===== src/rtl/tks_ram.sv =====
// ----------------------------------------------------------------------------
// tks_ram
// generic single-write single-read ram with registered read data
// ----------------------------------------------------------------------------
module tks_ram #(
  parameter int W = 64,
  parameter int D = 8,
  localparam int AW = (D > 1) ? $clog2(D) : 1
) (
  input  logic          clk,
  input  logic          we,
  input  logic [AW-1:0] waddr,
  input  logic [W-1:0]  wdata,
  input  logic          re,
  input  logic [AW-1:0] raddr,
  output logic [W-1:0]  rdata
);

  logic [W-1:0] mem [D];
  logic [W-1:0] rdata_r;

  always_ff @(posedge clk) begin
    if (we) begin
      mem[waddr] <= wdata;
    end
    if (re) begin
      rdata_r <= mem[raddr];
    end
  end

  assign rdata = rdata_r;

endmodule


===== config.mk =====
export PLATFORM = sky130hd
export DESIGN_NAME = tks_ram
export DESIGN_NICKNAME = d
export VERILOG_FILES = /design/src/rtl/tks_ram.sv
export SDC_FILE = /design/constraint.sdc
export NUM_CORES = 1
export LEC_CHECK = 0
export BUFFER_PORTS_ARGS = -buffer_cell sky130_fd_sc_hd__buf_2
export CORE_ASPECT_RATIO = 1.75
export CORE_MARGIN = 1.5
export CORE_UTILIZATION = 60
export DETAILED_ROUTE_END_ITERATION = 10
export MAX_ROUTING_LAYER = met4
export PLACE_DENSITY = 0.79
export SYNTH_ARGS = -nofsm -noshare
export SYNTH_HDL_FRONTEND = slang
export SYNTH_SLANG_ARGS = --single-unit

===== constraint.sdc =====
create_clock -name clk -period 5.7 [get_ports clk]
set_clock_uncertainty 0.15 [all_clocks]
set_input_delay 0 -clock clk [delete_from_list [all_inputs] [get_ports clk]]
set_output_delay 0 -clock clk [all_outputs]
set_load 0.005 [all_outputs]

# Yosys cells after proc, flatten, opt, wreduce, memory -nomap -nowiden
# Memory sizes are Yosys's and may differ from the RTL's. A register that Yosys moved wholly into a read port is not among the register bits.
# Index checks and enable logic that the tools add are counted.
[totals]
ramBits = 512
mem_count = 1
regBits = 0
latch_bits = 0
romBits = 0
output_inout_bits = 64
input_bits = 73
wordCells = 3
[memory_table]
columns = ["name", "words", "width", "read_ports", "rd_ports_with_merged_regs", "wr", "line_no", "source"]
rows = [
  ["mem", 8, 64, 1, 1, 1, "19", "logic [W-1:0] mem [D];"],
]
[op_classes]
n_mul = 0
n_addsub = 0
order_cmp = 0
n_shift = 0
muxes = 2
bitwise_logic = 0
div = 0
n_eq_ne = 0
n_reduce_logical = 0
[op_table]
columns = ["cell", "n"]
rows = [
  ["1-bit 2-to-1 mux", 2],
]

# Logic depth before layout (Yosys ltp)
[depth]
ltp_word = 2
ltp_mapped = 4
ltp_nobuf = 2

# Least setup slack after synthesis
# OpenSTA, ideal clock, no wires.
[synth_path]
path_type = "input-to-reg"
startpoint = "input waddr[2]"
endpoint = "memory mem[0][0], enable pin"
required_time_ps = 4985
stages = 2
path_buffers = 0
setup_ps = 565
arrival_ps = 4530
slack_ps = 454
cell_sequence = "nand2b_1 > nor3_1"
[synth_rtl]
columns = ["element", "line_no", "source"]
rows = [
  ["from (decl)", "12", "input logic [AW-1:0] waddr,"],
  ["to (decl)", "19", ""],
]
# Straight into the memory's write port.

# Final worst setup path
[layout_path]
startpoint = "input waddr[0]"
endpoint = "memory mem[6][37], enable pin"
# Straight into the memory's write port.

==> run summary <==
WL per Instance: 25.9 um
Gpl congestion: 0.731
Post-synthesis sequential area ratio: 0.816
Crit Path Class: input port to flip-flop
Yosys top cell area share: 0.816
Crit path capture type: flip-flop
Post-CTS Setup Inserts: 0
Maximum capacitance violations: 0
Synth Net Count: 889
Max Freq: 410 MHz
Routed WL: 40.1 mm
Minimum clock period: 2440 ps
Max Buffers Root-to-Sink: 3
Post-Syn Area: 0.0212 mm2
Largest net degree at the start of global routing: 83
Top Ports: 137
Layout cells sized above 1: 0.388
Setup WS pre-CTS: 2920 ps
H-tree levels: 2
CTS tree: done
Drt via density: 6.01
Peak supply drop: 0.246 mV
CTS root buffer: clkbuf_16
Number of buffers created by CTS: 47
Cell area power density: 350 mW/mm2
Area leader, netlist: edfxtp_1
Worst-Margin Slew: 1180 ps
First-pass GRT wire length: 60.6 mm
Grt ovf: 0
Worst-Skew Late Latency: 550 ps
Switching fraction of total power: 0.195
# fillers: 2033
Cell Rows: 90
Combinational Power Share: 0.054
Sink Count: 576
Worst Hold Class: input port to flip-flop
Largest cells by area after synthesis: edfxtp_1 (82%), mux4_2 (14%), mux2_2 (3.4%)
Final Max Slew Viols: 0
Mapped Cells: 816
Core area: 0.0347 mm2
Tcrit/Tclk final: 0.428
Die H: 252 um
Vias in the first global route: 9954
Pleak: 0.00804 uW
Slew HR: 0.216
Fin. Hold Viols: 0
Final setup viols: 0
Final WS setup: 3260 ps
Setup TNS: 0 ps
Clk pin slew, worst setup/hold paths: 70 ps
RSZ-0062 raised after global routing: no
Gr usage total: 0.234
Internal Dissipation: 6950 uW
Vias: 9299
Nets@finish: 1121
Initial antenna violation count: 5
Status: complete, no violations
Synth cell types: 12
#FFs+latches synth: 576
# port buffers: 136
Critical path startpoint category: input port
Starting DRC count in detailed routing: 741
Syn-to-layout area delta: 16.4%
Critical Path RT: 5730 ps
Die area: 0.0365 mm2
YS warnings: 0
Post-DP HPWL: 19.8 mm
Pre-antenna DRT Iters: 7
Switching Power: 1680 uW
Clk pwr share: 0.380
Die width: 145 um
Initial core utilization: 0.611
CP arrival: 2470 ps
Drc violations: 0
Critical path peak fanout: 37
Synthesized area per cell: 26.0 um2
Detail Route Antenna Nets: 0
Sequential power share: 0.566
## per-layer routing
metal / vias up / part of all wire / GRT usage
met5: - / 0 / -
met4: 0 / 0.027 / 0.0822
met3: 72 / 0.062 / 0.0358
met2: 353 / 0.53 / 0.399
met1: 4908 / 0.38 / 0.289
li1: 3966 / - / -
## synth_stat cells (all sizes together)
master,instances
nand2,2
mux4,128
mux2,64
clkbuf,9
buf,26
nor3,2
nand2b,3
edfxtp,576
nor2,6
## power groups by stage
stage          Sequential, uW  Combinational [uW]  Clock [uW]
2_1_floorplan            4970                 250           0
3_5_place_dp             4980                 431           0
5_1_grt                  4900                 502        3470
6_report                 4890                 468        3280
3_3_place_gp             4970                 419           0
4_1_cts                  4890                 476        3330
## state kept, by name, summed over array words and instances (netlist names)
| register | cells |
|---|---|
| mem | 512 |
| rdata | 64 |
## placed cells by master, fill, tap and decap left out, drive strengths merged
cell | Yosys | layout
bufinv | 0 | 7
nand2b | 3 | 3
nor3 | 2 | 2
dlygate4sd3 | 0 | 68
diode | 0 | 5
nor2 | 6 | 6
clkinv | 0 | 21
clkinvlp | 0 | 2
clkbuf | 9 | 54
buf | 26 | 149
edfxtp | 576 | 576
inv | 0 | 1
nand2 | 2 | 2
mux4 | 128 | 128
mux2 | 64 | 64
## critical path, cell delays in order
cell and delay [ps]:
dlygate4sd3_1 530, buf_2 150, nand2b_1 220, nor2_4 870, buf_4 660
## worst paths after layout
path	slack, ps	start	cells past startpoint	endpoint
min	40	waddr[2]	3	mem[5][22]
min reg2reg	610	mem[5][2]	2	rdata[2]
max reg2reg	4090	mem[7][0]	2	rdata[0]
max	3260	waddr[0]	5	mem[6][37]
## kinds of logic (layout without fill, tap and decap cells)
family	count (synthesis)	count (layout)	synth area share
buffers and inverters	35	302	0.0108
flip-flops	576	576	0.816
multiplexers	192	192	0.170
other	0	5	0
AND/OR/NAND/NOR	13	13	0.00278
## timing repair
item | in CTS | in global routing
hold endpoints to repair | 569 | 0
hold buffers | 68 | 0
resized for setup | 0 | 0
## cell type report
type | instances | area, um2 | area share
Clock buffer | 53 | 1240 | 0.0503
Sequential cell | 576 | 17300 | 0.701
Multi-Input combinational cell | 205 | 3720 | 0.151
Antenna cell | 5 | 12.5 | 0.000507
Clock inverter | 31 | 330 | 0.0134
Timing Repair Buffer | 218 | 1490 | 0.0603
Tap cell | 460 | 576 | 0.0233
## per-stage QoR
step / hold WS [ps] / util / power, uW / std cells / cell area [um2]
floorplan: -51.1 / - / 5220 / 816 / 21200
global placement: 112 / 0.646 / 5380 / 1391 / 22400
detailed placement: 116 / 0.646 / 5410 / 1391 / 22400
CTS: 25.0 / 0.711 / 8690 / 1543 / 24600
global route: 55.3 / 0.711 / 8870 / 1548 / 24700
finish: 39.1 / 0.711 / 8630 / 1548 / 24700
Power figures use the tool's default switching activity.
