[config.mk]
export PLATFORM = sky130hd
export DESIGN_NAME = tks_ins
export DESIGN_NICKNAME = d
export VERILOG_FILES = /design/src/rtl/tks_pkg.sv /design/src/rtl/tks_ins.sv
export SDC_FILE = /design/constraint.sdc
export NUM_CORES = 1
export LEC_CHECK = 0
export BUFFER_PORTS_ARGS = -buffer_cell sky130_fd_sc_hd__buf_2
export CAP_MARGIN = 20
export CORE_AREA = 3 3 422 424
export DETAILED_ROUTE_END_ITERATION = 6
export DIE_AREA = 0 0 425 427
export SLEW_MARGIN = 10
export SYNTH_ARGS = -nofsm -noshare
export SYNTH_HDL_FRONTEND = slang
export SYNTH_SLANG_ARGS = --single-unit
[constraint.sdc]
create_clock -name vclk -period 5.7
set_clock_uncertainty 0.2 [all_clocks]
set_input_delay 0 -clock vclk [all_inputs]
set_output_delay 0 -clock vclk [all_outputs]
set_load 0.005 [all_outputs]
[src/rtl/tks_pkg.sv]
// ----------------------------------------------------------------------------
// tks_pkg
// shared types and constants of the per-layer top-k energy sorter
// ----------------------------------------------------------------------------
package tks_pkg;

  localparam int CNT_W = 4;

  localparam logic [CNT_W-1:0] CFG_LAYERS_RST = 4'd8;
  localparam logic [CNT_W-1:0] CFG_SLOTS_RST  = 4'd8;

  typedef enum logic {
    REG_LAYERS = 1'b0,
    REG_SLOTS  = 1'b1
  } reg_idx_t;

  typedef struct packed {
    logic [31:0] energy;
    logic [31:0] tag;
  } slot_t;

  typedef struct packed {
    logic             kept;
    logic [CNT_W-1:0] fill;
  } ins_st_t;

  typedef enum logic [1:0] {
    ST_IDLE,
    ST_INS,
    ST_ERD,
    ST_EMIT
  } st_t;

endpackage

[src/rtl/tks_ins.sv]
// ----------------------------------------------------------------------------
// tks_ins
// sorted insertion of one hit into a layer row
// ----------------------------------------------------------------------------
module tks_ins #(
  parameter int MAX_SLOTS = 8
) (
  input  tks_pkg::slot_t                row_in  [MAX_SLOTS],
  input  logic [31:0]                   energy,
  input  logic [31:0]                   tag,
  input  logic [tks_pkg::CNT_W-1:0]     fill,
  input  logic [tks_pkg::CNT_W-1:0]     ns,
  output tks_pkg::slot_t                row_out [MAX_SLOTS],
  output tks_pkg::ins_st_t              st
);
  import tks_pkg::*;

  logic [CNT_W-1:0] f;
  logic [CNT_W-1:0] pos;

  always_comb begin
    f = (fill < ns) ? fill : ns;
    pos = f;
    for (int j = MAX_SLOTS - 1; j >= 0; j--) begin
      if (CNT_W'(j) < f && $signed(energy) > $signed(row_in[j].energy)) begin
        pos = CNT_W'(j);
      end
    end
    for (int j = 0; j < MAX_SLOTS; j++) begin
      if (CNT_W'(j) < pos) begin
        row_out[j] = row_in[j];
      end else if (CNT_W'(j) == pos) begin
        row_out[j] = '{energy: energy, tag: tag};
      end else begin
        row_out[j] = row_in[(j > 0) ? j - 1 : 0];
      end
    end
    st.kept = pos < ns;
    st.fill = (st.kept && f < ns) ? f + 1'b1 : f;
  end

endmodule

# Word-level counts from Yosys, hierarchy flattened
# Index checks and enable logic that the tools add are counted.
# totals
out_inout_bits	517
word_cells	71
input_bits	584
regBits	0
# classes
n_addsub	1
muxes	26
eq_ne	7
reduce_logical	10
n_lt_le_gt_ge	27
# ops
operator	n
64-bit two-way mux	16
32-bit greater-than comparator	8
4-bit two-way mux	10
3-bit by 4-bit less-than comparator with 1-bit output (first input constant)	8
3-bit by 4-bit == test with 1-bit output (first input constant)	4
1-bit by 4-bit less-than comparator with 1-bit output (first input constant)	4
2-bit by 4-bit less-than comparator with 1-bit output (first input constant)	4
4-bit less-than comparator	3
1-bit logical AND	9
2-bit by 4-bit == test with 1-bit output (first input constant)	2
4-bit by 1-bit adder with 4-bit output (second input constant)	1
1-bit by 4-bit == test with 1-bit output (first input constant)	1
4-bit logical NOT	1

# Depth between registers and ports, before layout
# logic_depth
word_depth	15
depth_mapped	24
ltp_nobuf	22

# Least setup slack after synthesis
# OpenSTA, ideal clock, no wires.
# synth_path
path_kind	input to output
start	input ns[2] (netlist bit)
end	output st[1] (netlist bit)
slack_ns	1.398
path_stages	24
path_buffers	2
required_time_ns	5.500
arrival_time_ns	4.102
cell_sequence	inv_1 > ha_1 > o21ai_0 > nor2b_1 > nor2_4 > mux2_2 > inv_1 > ha_1 > inv_1 > o22a_1 > nand3_1 > mux2_2 > o311ai_1 > a211o_2 > inv_2 > buf_4 > clkbuf_1 > ha_1 > a21o_1 > a21oi_1 > and3_1 > a41o_1 > or2_1 > mux2_2
# synth_lines
element	line	source
from (decl)	tks_ins.sv:12	input logic [tks_pkg::CNT_W-1:0] ns,
to (decl)	tks_ins.sv:14	output tks_pkg::ins_st_t st

==> flow_metrics.tcl <==
set metrics [dict create \
    overflow 0 \
    viasPerCell 4.30 \
    synth_top_area_cell "ha_1" \
    power_mw 3.91 \
    finalMaxSlewViolations 0 \
    synth.area.top_cells "ha_1 20%, mux2i_1 17%, a21oi_1 8.1%" \
    maxCapViolCount 0 \
    dp_hpwl_um 154000 \
    grt_pass1_wl_um 225000 \
    power_frac_clock 0 \
    cp.required_ns 5.50 \
    rsz0062_at_grt "no" \
    setup_viol 0 \
    area_growth_pct 54.4 \
    totalWireLength_um 177000 \
    std_cell_rows 153 \
    critical_path_class "input pin to output pin" \
    drt_iter0_markers 2209 \
    wire_per_inst_um 29.7 \
    grt_usage 0.182 \
    relSlewSlack 0.351 \
    grt_max_degree 129 \
    post-route-util 0.149 \
    crit_path_end "row_out[182]" \
    initial_core_util 0.0968 \
    yosys_warnings 0 \
    period_needed_ns 5.37 \
    p_sw_frac 0.620 \
    num_vias 25656 \
    pre_cts_ws_ns -0.167 \
    share_comb_of_total_power 1.000 \
    outcome "complete, no violations" \
    ant_nets 0 \
    dieWidth_um 425 \
    cp-startpoint "energy[12]" \
    layout.nets 4462 \
    synthTopCellsByCount "299 x nand2_1, 288 x mux2i_1, 274 x a21oi_1, 269 x inv_1, 268 x ha_1" \
    netlist_area_um2 16900 \
    die_area_um2 181000 \
    min_period_over_period 0.943 \
    p_int_mw 1.49 \
    n_clock_buffer 0 \
    switchingPower_mw 2.42 \
    cp_max_fo 16 \
    gp_congestion 0.983 \
    vdd_drop_max_uv 126 \
    yosysSeqAreaShare 0 \
    endpoint_kind "output pin" \
    p_per_area_nw_per_um2 150 \
    num-fill-cells 20304 \
    drc_errors 0 \
    post_cts.repair.setup_buffers 0 \
    grt_pass1_vias 24317 \
    fin_ws_ns 0.327 \
    fin_tns_setup_ns 0 \
    syn_nets 3411 \
    avgSynthCellArea_um2 6.59 \
    io_pins 1101 \
    cp-start-kind "input pin" \
    cts_hold_buffers 0 \
    seq_cells 0 \
    synthMostInstantiatedCell "nand2_1" \
    final_layout_size_suffix_gt1_frac 0.356 \
    coreArea_um2 174000 \
    worst-endpoint-arrival_ns 5.17 \
    synth_top_cell_area_share 0.199 \
    antenna_found_initial 75 \
    yosysUniqueCellTypes 77 \
    pwr-share-seq 0 \
    seq_area_um2 0 \
    port_buffers 1101 \
    max_freq_mhz 186 \
    tightest_slew_ns 0.974 \
    first_pass_iters 6 \
    synthCells 2559 \
    die_h_um 427 \
    hold_violations 0 \
    hold_ws_ns 0.0684 \
    static-leakage-power_nw 14.1 \
    min_path_type "input pin to output pin" \
]
-- how the worst min path moves through the flow --
stage | startpoint | end | slack [ns] | depth (start not counted)
final | row_in[79] | row_out[15] | 0.07 | 4
after global routing | row_in[64] | row_out[0] | 0.11 | 4
after CTS | row_in[79] | row_out[15] | 0.07 | 4
after detailed placement | row_in[79] | row_out[15] | 0.07 | 4
after global placement | row_in[79] | row_out[15] | 0.07 | 4
after floorplan | row_in[64] | row_out[0] | -0.12 | 2
-- layout by cell type (no fill, tap or decap), types with 3 or more instances in the layout --
cell type | Yosys | final
nand4_1 | 54 | 54
a21o_1 | 60 | 60
buf_12 | 0 | 30
a221o_1 | 4 | 4
or4_1 | 5 | 5
nand2_1 | 299 | 297
mux2_2 | 8 | 8
a211oi_1 | 12 | 12
diode_2 | 0 | 31
inv_1 | 269 | 269
and4_1 | 4 | 4
a2111oi_0 | 6 | 5
o21ai_1 | 21 | 21
mux2i_1 | 288 | 288
buf_4 | 20 | 117
xnor2_1 | 3 | 3
nor3_1 | 11 | 10
a211o_1 | 5 | 5
ha_1 | 268 | 268
nand3_1 | 34 | 34
or2_2 | 4 | 4
nor2b_1 | 11 | 11
o211ai_1 | 15 | 15
a21oi_1 | 274 | 273
a221oi_1 | 6 | 6
o21ai_0 | 140 | 139
nand2b_1 | 7 | 7
o21a_1 | 6 | 6
and3_1 | 6 | 5
a22oi_1 | 95 | 95
mux2_1 | 60 | 60
o31a_1 | 4 | 4
o22ai_1 | 37 | 37
nor2_1 | 227 | 225
buf_2 | 39 | 1094
nor4_1 | 9 | 6
a22o_1 | 34 | 34
nor4_2 | 0 | 3
o31ai_1 | 32 | 30
-- metal layers --
| metal | part of all wire | wire, um | global-route usage |
|---|---|---|---|
| met1 | 0.36 | 63200 | 0.199 |
| met2 | 0.50 | 88600 | 0.331 |
| met3 | 0.077 | 13700 | 0.0406 |
| met4 | 0.065 | 11500 | 0.0888 |
| met5 | 0.0011 | 203 | 0.00457 |
-- area by class of cell --
class                      count  area (um^2)  share of cell area
inverter                     270         1010              0.0389
multi-input combinational   2095        15100               0.578
tap                         2325         2910               0.112
antenna                       31         77.6             0.00298
timing repair buffer        1243         6970               0.268
-- timing repair --
action                     in CTS  in global routing
resized for setup               2                  2
pin swaps                       0                  0
setup endpoints to repair      28                  4
-- per-stage QoR --
| stage | std cells | cell area (um^2) |
|---|---|---|
| global route | 5954 | 26000 |
| finish | 5964 | 26000 |
| CTS | 5933 | 25900 |
| detailed placement | 5933 | 25900 |
| floorplan | 2559 | 16900 |
| global placement | 5933 | 25900 |
-- power by group through the flow --
stage / Clock (mW) / Sequential (mW) / Combinational (mW)
floorplan: 0 / 0 / 1.68
finish: 0.000000617 / 0 / 3.91
global route: 0.000000498 / 0 / 4.19
CTS: 0 / 0 / 3.93
global placement: 0 / 0 / 3.89
detailed placement: 0 / 0 / 3.91
-- cells by family (layout without fill, tap and decap cells) --
| group | Yosys count | in the layout | synth area share |
|---|---|---|---|
| buffers and inverters | 464 | 1513 | 0.116 |
| and+or+nand+nor | 682 | 682 | 0.174 |
| AOI/OAI and AO/OA | 784 | 784 | 0.291 |
| xor gates and xnor gates | 4 | 4 | 0.00208 |
| other | 0 | 31 | 0 |
| muxes | 357 | 357 | 0.218 |
| adders and majority gates | 268 | 268 | 0.199 |
-- worst max-delay path: stages --
cell,delay [ns]
clkbuf_4,0.31
ha_1,0.39
nand4_1,0.33
or4b_1,0.63
a21o_1,0.25
o211ai_1,0.21
a31o_2,0.24
nor2_1,0.05
a311oi_1,0.52
buf_4,0.26
a211o_2,0.12
buf_4,0.15
nand4_1,0.34
buf_4,0.37
mux2i_1,0.14
o21ai_0,0.58
buf_2,0.24
Note: power is estimated with default switching activity, not from simulation.
