[src/rtl/tks_pkg.sv]
// ----------------------------------------------------------------------------
// tks_pkg
// shared types and constants of the per-layer top-k energy sorter
// ----------------------------------------------------------------------------
package tks_pkg;

  localparam int CNT_W = 4;

  localparam logic [CNT_W-1:0] CFG_LAYERS_RST = 4'd8;
  localparam logic [CNT_W-1:0] CFG_SLOTS_RST  = 4'd8;

  typedef enum logic {
    REG_LAYERS = 1'b0,
    REG_SLOTS  = 1'b1
  } reg_idx_t;

  typedef struct packed {
    logic [31:0] energy;
    logic [31:0] tag;
  } slot_t;

  typedef struct packed {
    logic             kept;
    logic [CNT_W-1:0] fill;
  } ins_st_t;

  typedef enum logic [1:0] {
    ST_IDLE,
    ST_INS,
    ST_ERD,
    ST_EMIT
  } st_t;

endpackage

[src/rtl/tks_cfg.sv]
// ----------------------------------------------------------------------------
// tks_cfg
// apb register file with clamped effective layer and slot counts
// ----------------------------------------------------------------------------
module tks_cfg #(
  parameter int MAX_LAYERS = 8,
  parameter int MAX_SLOTS  = 8
) (
  input  logic                          clk,
  input  logic                          rst_n,
  input  logic                          psel,
  input  logic                          penable,
  input  logic                          pwrite,
  input  logic [2:0]                    paddr,
  input  logic [31:0]                   pwdata,
  output logic [31:0]                   prdata,
  output logic                          pready,
  output logic [tks_pkg::CNT_W-1:0]     nl,
  output logic [tks_pkg::CNT_W-1:0]     ns
);
  import tks_pkg::*;

  logic [CNT_W-1:0] layers_r;
  logic [CNT_W-1:0] slots_r;
  logic             wr;

  assign pready = 1'b1;
  assign wr     = psel && penable && pwrite;

  always_ff @(posedge clk) begin
    if (!rst_n) begin
      layers_r <= CFG_LAYERS_RST;
      slots_r  <= CFG_SLOTS_RST;
    end else if (wr) begin
      if (paddr[2] == REG_LAYERS) begin
        layers_r <= pwdata[CNT_W-1:0];
      end else begin
        slots_r <= pwdata[CNT_W-1:0];
      end
    end
  end

  always_comb begin
    prdata = (paddr[2] == REG_LAYERS) ? 32'(layers_r) : 32'(slots_r);
    if (layers_r == '0) nl = CNT_W'(1);
    else if (layers_r > CNT_W'(MAX_LAYERS)) nl = CNT_W'(MAX_LAYERS);
    else nl = layers_r;
    if (slots_r == '0) ns = CNT_W'(1);
    else if (slots_r > CNT_W'(MAX_SLOTS)) ns = CNT_W'(MAX_SLOTS);
    else ns = slots_r;
  end

endmodule

[config.mk]
export PLATFORM = sky130hd
export DESIGN_NAME = tks_cfg
export DESIGN_NICKNAME = d
export VERILOG_FILES = /design/src/rtl/tks_pkg.sv /design/src/rtl/tks_cfg.sv
export SDC_FILE = /design/constraint.sdc
export NUM_CORES = 1
export LEC_CHECK = 0
export BUFFER_PORTS_ARGS = -buffer_cell sky130_fd_sc_hd__buf_2
export CAP_MARGIN = 20
export CORE_MARGIN = 4
export CORE_UTILIZATION = 36
export CTS_BUF_LIST = sky130_fd_sc_hd__clkbuf_4 sky130_fd_sc_hd__clkbuf_8
export CTS_CLUSTER_DIAMETER = 40
export CTS_CLUSTER_SIZE = 20
export DETAILED_ROUTE_END_ITERATION = 6
export PLACE_DENSITY = 0.95
export SLEW_MARGIN = 20
export SYNTH_ARGS = -nofsm -noshare
export SYNTH_HDL_FRONTEND = slang
export SYNTH_SLANG_ARGS = --single-unit
export TNS_END_PERCENT = 10
[constraint.sdc]
create_clock -name clk -period 1.5 [get_ports clk]
set_clock_uncertainty 0.15 [all_clocks]
set_input_delay 0.3 -clock clk [delete_from_list [all_inputs] [get_ports clk]]
set_output_delay 0.3 -clock clk [all_outputs]
set_load 0.01 [all_outputs]
# Word level (Yosys, flattened, before mapping)
# Cells that the tools add are included.
[word_totals] word_cells=16 regBits=8 output_inout_bits=41
[op_classes] reduce_logical=6 n_bitwise=1 muxes=5 order_cmp=2
[ops] operator="2-to-1 mux 4 bit" count=5
[ops] operator="greater-than comparator 4 bit (second input constant)" count=2
[ops] operator="logical NOT 4 bit" count=2
[ops] operator="AND reduction 2 bit" count=2
[ops] operator="logical AND 1 bit" count=2
[ops] operator="NOT 1 bit" count=1

# Logic depth before layout (Yosys ltp)
# Gate-level depths: netlist of the first run.
[depth] depth_word=3 mapped_depth=3

# Worst setup path before layout of the first run
# Ideal clock, no wire load.
[synth_timing] kind="input-to-output" startpoint="input port paddr[2]" endpoint="output port prdata[0]" path_buffers=1 t_arrival_ns=0.744 cell_stages=2 t_required_ns=1.050 slack_ns=0.306 path_cell_list="buf_6 > mux2_2"
[synth_between] elab_chain_cells=1
[synth_lines] element="start, declared" line="tks_cfg.sv:14" source="input logic [2:0] paddr,"
[synth_lines] element="2-to-1 mux 4 bit" line="tks_cfg.sv:44" source="prdata = (paddr[2] == REG_LAYERS) ? 32'(layers_r) : 32'(slots_r);"
[synth_lines] element="end, declared" line="tks_cfg.sv:16" source="output logic [31:0] prdata,"
# Every way passes these cells.

# Worst setup path after layout of the first run
[layout_timing] startpoint="register slots_r[1]" endpoint="output port ns[0] in the netlist's numbering"
[layout_between] elab_chain_cells=3 elab_cells_between_ends=4
[layout_lines] element="start, declared" line="tks_cfg.sv:24" source="logic [CNT_W-1:0] slots_r;"
[layout_lines] element="start signal, assigned" line="tks_cfg.sv:38" source="slots_r <= pwdata[CNT_W-1:0];"
[layout_lines] element="greater-than comparator 4 bit" line="tks_cfg.sv:49" source="else if (slots_r > CNT_W'(MAX_SLOTS)) ns = CNT_W'(MAX_SLOTS);"
[layout_lines] element="2-to-1 mux 4 bit" line="tks_cfg.sv:49"
[layout_lines] element="2-to-1 mux 4 bit *" line="tks_cfg.sv:48" source="if (slots_r == '0) ns = CNT_W'(1);"
[layout_lines] element="end, declared" line="tks_cfg.sv:19" source="output logic [tks_pkg::CNT_W-1:0] ns"
# Every way passes the cells marked *; elsewhere a longest branch is shown, timed or not.

==> results of run 1 <==
-- state kept, by name, indices dropped and copies added, names as in the netlist --
| signal | flops |
|---|---|
| layers_r | 4 |
| slots_r | 4 |
-- cells by family (layout without fill, tap and decap cells) --
| kind of cell | count (synthesis) | count (layout) | synth area share, % |
|---|---|---|---|
| simple gates | 21 | 21 | 18.3 |
| mux | 12 | 12 | 18.5 |
| flops | 8 | 8 | 23.6 |
| buf+inv | 33 | 24 | 35.6 |
| other cells | 2 | 29 | 1.11 |
| compound gates | 2 | 2 | 2.95 |
-- worst max-delay path, stage by stage, from the launching register on --
cell	delay (ns)
dfxtp_2	0.34
o21ba_4	0.22
nor2_4	0.10
buf_6	0.10
-- layer usage --
layer	up-vias	wire length (microns)	track usage [%]
met2	32	658	16.7
met3	0	200	5.25
met5	-	0	0
met4	0	0	3.93
met1	214	424	9.15
li1	230	-	-
-- layout by cell type, fill, tap and decap left out --
cell type	n
nand4b_4	1
nand2_1	9
nor2b_1	7
buf_2	20
buf_6	1
mux2i_1	8
conb_1	29
nand4_1	1
o21ba_2	1
and4_1	1
nor2_4	1
o21ba_4	1
mux2_2	4
dfxtp_2	5
clkbuf_4	3
dfxtp_1	3
nor2_1	1
-- path summary, 6_finish.rpt --
kind | cells past startpoint | end | from | slack [ns]
worst max-delay path | 3 | ns[0] | slots_r[1]$_SDFFE_PN0P_ | 0.04
worst min-delay path | 3 | layers_r[0]$_SDFFE_PN0P_ | pwdata[0] | 0.17
worst max register to register | 2 | slots_r[3]$_SDFFE_PN1P_ | slots_r[3]$_SDFFE_PN1P_ | 0.69
worst min register to register | 2 | layers_r[0]$_SDFFE_PN0P_ | layers_r[0]$_SDFFE_PN0P_ | 0.33
-- power by group --
part / leakage [nW] / switching, mW / internal, mW
Combinational: 0.318 / 0.0607 / 0.0293
Sequential: 0.0653 / 0.00559 / 0.218
Clock: 0.0138 / 0.0732 / 0.0916
-- what timing repair did --
| action | 4_1_cts | 5_1_grt |
|---|---|---|
| resized for setup | 0 | 9 |
| endpoints found under the setup margin | 0 | 3 |
| hold buffers | 0 | 0 |
-- final cells by class --
| cell class | instances | area (sq um) | share of cell area, % |
|---|---|---|---|
| clock buffer | 3 | 22.5 | 3.11 |
| multi-input combinational | 64 | 392 | 54.2 |
| sequential | 8 | 166 | 23.0 |
| tap | 25 | 31.3 | 4.33 |
| timing repair buffer | 21 | 111 | 15.4 |
==> impl_metrics.tcl, run 1 <==
set metrics [dict create \
    finalCritPeriodShare_pct 97.6 \
    nNetsFinal 138 \
    hold_path.class "in -> reg" \
    drv_cap 0 \
    drc 0 \
    preCtsSetupSlack_ns 0.0925 \
    worst-setup-path-type "reg -> out" \
    yosys-top-cells-area "buf_4, dfxtp_1, mux2i_1" \
    power_mw 0.478 \
    p_per_area_nw_per_um2 661 \
    ys_types 15 \
    final_util_pct 41.0 \
    cts_tree "yes" \
    rsz0062_at_grt "true" \
    synth_flop_cell "dfxtp_1" \
    cp.required_ns 1.05 \
    die_area_sq_um 2640 \
    clock_latency_ns 0.25 \
    ios 81 \
    final_cells 121 \
    grt_max_degree 13 \
    overflow 0 \
    drtIter0Drc 5 \
    drt_first_pass_iters 2 \
    final_max_slew_viol_count 0 \
    synth_edf_count 0 \
    io_buffers 21 \
    timing.hold.ws_ns 0.165 \
    avgSynthCellArea_sq_um 8.69 \
    synth.most_common_cell "buf_4" \
    hpwl_microns 1050 \
    clock-root-buffer "clkbuf_4" \
    synth_top_area_share_pct 32.1 \
    path_max_fanout 4 \
    crit_arrival_ns 1.01 \
    worst_slack_ns 0.0363 \
    hold_viol 0 \
    clk_pin_slew_worst_paths_ns 0.05 \
    die_y_microns 51.4 \
    drt-total-wl_microns 1280 \
    routedWlPerCell_microns 10.6 \
    setup_viol 0 \
    synthTopCellsByCount "buf_4, nand2_1, dfxtp_1, mux2i_1, nor2b_1" \
    gp_congestion 0.677 \
    start_util_pct 38.4 \
    numCtsBuffers 3 \
    grt_pass1_vias 433 \
    endpoint_kind "primary output" \
    core_area_sq_um 1760 \
    synth_seq_cells 8 \
    syn-cell-area_sq_um 678 \
    status "complete, no violations" \
    cts_setup_buffers 0 \
    ir_worst_vdd_v 0.000194 \
    cts_max_path_buffers 2 \
    placed_cell_area_sq_um 674 \
    async_flop_share_pct 0 \
    track_usage_pct 9.55 \
    antenna_left 0 \
    rows 15 \
    clock-sinks 8 \
    fp.dieW_microns 51.4 \
    design_area_sq_um 723 \
    ys_warn_count 0 \
    antenna_cells 0 \
    n_fill_cell 181 \
    dp_cells 118 \
    grt_antenna_before_repair 0 \
    h-tree-depth 1 \
    p_leak_nw 0.397 \
    area_growth_pct 6.64 \
    syn_inst 78 \
    vias 476 \
    yosys.area.top_type "buf_4" \
    vias_per_cell 3.93 \
    seq_area_frac_synth_pct 23.6 \
    grt_pass1_wl_microns 1840 \
    drive_above_1_share_pct 38.5 \
    period_minus_slack_ns 1.46 \
    critPathLaunchType "flop" \
    fin_setup_tns_ns 0 \
    max_freq_mhz 683 \
]
Note: power is estimated with default switching activity, not from simulation.
==> inputs of run 2 (changes only) <==
--- a/config.mk
+++ b/config.mk
@@ -14,6 +14,7 @@
 export CTS_CLUSTER_SIZE = 20
 export DETAILED_ROUTE_END_ITERATION = 6
 export PLACE_DENSITY = 0.95
+export REMOVE_ABC_BUFFERS = 1
 export SLEW_MARGIN = 20
 export SYNTH_ARGS = -nofsm -noshare
 export SYNTH_HDL_FRONTEND = slang
==> run 2 against run 1 <==
Effect of this change: maximum frequency grew 1.7%; wire length shrank 8.6%; global-route usage shrank 0.84 points; flip-flop and latch count is the same; first-iteration DRC count grew 40%; via count shrank 4.0%; hold slack gained 0.0059 ns; clock-buffer cell count is the same; clock power is essentially flat; utilization shrank 1.2 points; design area shrank 2.9%; critical path type unchanged; critical endpoint is now prdata[2].
==> impl_metrics.tcl, run 2 (synthesized netlist as in run 1, its figures left out) <==
set metrics [dict create \
    io_buffers 21 \
    critPathLaunchType "flop" \
    vias_per_cell 3.78 \
    final_cells 121 \
    drive_above_1_share_pct 36.5 \
    core_area_sq_um 1760 \
    finalCritPeriodShare_pct 95.9 \
    clk_pin_slew_worst_paths_ns 0.05 \
    clock_latency_ns 0.25 \
    final_max_slew_viol_count 0 \
    vias 457 \
    met3_usage_pct 2.92 \
    hold_viol 0 \
    numCtsBuffers 3 \
    p_per_area_nw_per_um2 672 \
    crit_arrival_ns 0.99 \
    grt_pass1_vias 403 \
    grt_util_met1_pct 11.5 \
    p_leak_nw 0.393 \
    start_util_pct 38.4 \
    routedWlPerCell_microns 9.69 \
    top_usage_layer "met2" \
    drt-total-wl_microns 1170 \
    worst-setup-path-type "reg -> out" \
    track_usage_pct 8.72 \
    final_common_cell "conb_1" \
    cts_setup_buffers 0 \
    antenna_left 0 \
    hpwl_microns 1020 \
    area_growth_pct 3.51 \
    cp.required_ns 1.05 \
    cp_slowest_stage_delay_ns 0.33 \
    drc 0 \
    crit_chain "mux2_2, buf_2" \
    hold_path.class "in -> reg" \
    nNetsFinal 138 \
    dp_cells 118 \
    grt_pass1_wl_microns 1690 \
    status "complete, no violations" \
    clock-root-buffer "clkbuf_4" \
    largestRegisters "layers_r: 4 flops, slots_r: 4 flops" \
    grtUsageMet2_pct 12.1 \
    multiInputGateArea_sq_um 378 \
    drtIter0Drc 7 \
    final_util_pct 39.8 \
    antenna_cells 0 \
    endpoint_kind "primary output" \
    clock-sinks 8 \
    rsz0062_at_grt "false" \
    final_cell_mix "conb_1, buf_2, nand2_1" \
    preCtsSetupSlack_ns 0.0875 \
    die_y_microns 51.4 \
    gp_congestion 0.724 \
    overflow 0 \
    drv_cap 0 \
    seq_area_sq_um 165 \
    timing.hold.ws_ns 0.171 \
    h-tree-depth 1 \
    path_max_fanout 4 \
    fp.dieW_microns 51.4 \
    setup_viol 0 \
    rows 15 \
    placed_cell_area_sq_um 674 \
    fin_setup_tns_ns 0 \
    cts_tree "yes" \
    drt_first_pass_iters 4 \
    grt_antenna_before_repair 0 \
    cts_max_path_buffers 2 \
    grt_max_degree 13 \
    period_minus_slack_ns 1.44 \
    n_fill_cell 187 \
    design_area_sq_um 702 \
    max_freq_mhz 695 \
    worst_slack_ns 0.0609 \
    cpMaxStageDelayCell "dfxtp_1" \
    ios 81 \
    ir_worst_vdd_v 0.000250 \
    die_area_sq_um 2640 \
    power_mw 0.472 \
]
-- run 2: cell types whose count changed in the layout (fill, tap and decap cells not counted) --
cell,delta
dfxtp_2,-1
nor2_4,-1
o21ba_2,+1
o21ba_4,-1
buf_2,+1
dfxtp_1,+1
nor2_1,+1
buf_6,-1
-- run 2: final cells by class --
type	instances	share of cell area, %
clock buffer	3	3.21
multi-input combinational	64	53.8
timing repair buffer	21	15.0
sequential	8	23.5
tap	25	4.46
-- run 2: where the power goes --
part	internal [mW]	switching, mW	total, mW
Combinational	0.0275	0.0602	0.0877
Clock	0.0914	0.0705	0.162
Sequential	0.218	0.00451	0.222
Total	0.337	0.135	0.472
-- run 2: final timing paths --
check                      startpoint                  endpoint  slack [ns]  depth (start not counted)
max reg2reg  layers_r[3]$_SDFFE_PN1P_  layers_r[3]$_SDFFE_PN1P_        0.72                          2
min                         pwdata[3]  layers_r[3]$_SDFFE_PN1P_        0.17                          3
min reg2reg   slots_r[0]$_SDFFE_PN0P_   slots_r[0]$_SDFFE_PN0P_        0.32                          2
max          layers_r[2]$_SDFFE_PN0P_                 prdata[2]        0.06                          2
-- run 2: timing repair --
| action | 4_1_cts | 5_1_grt |
|---|---|---|
| resized for setup | 0 | 4 |
| setup endpoints to repair | 0 | 3 |
| hold buffers | 0 | 0 |
-- run 2: routing by layer --
layer / vias to the layer above / part of all wire, %
met5: - / 0
met4: 0 / 0
met3: 0 / 12
met2: 30 / 46
met1: 197 / 42
li1: 230 / -
-- run 2: worst max-delay path, delay by kind of cell (launching register included) --
kind	cells	cell delay, ns
flops	1	0.33
buf+inv	1	0.14
mux	1	0.27
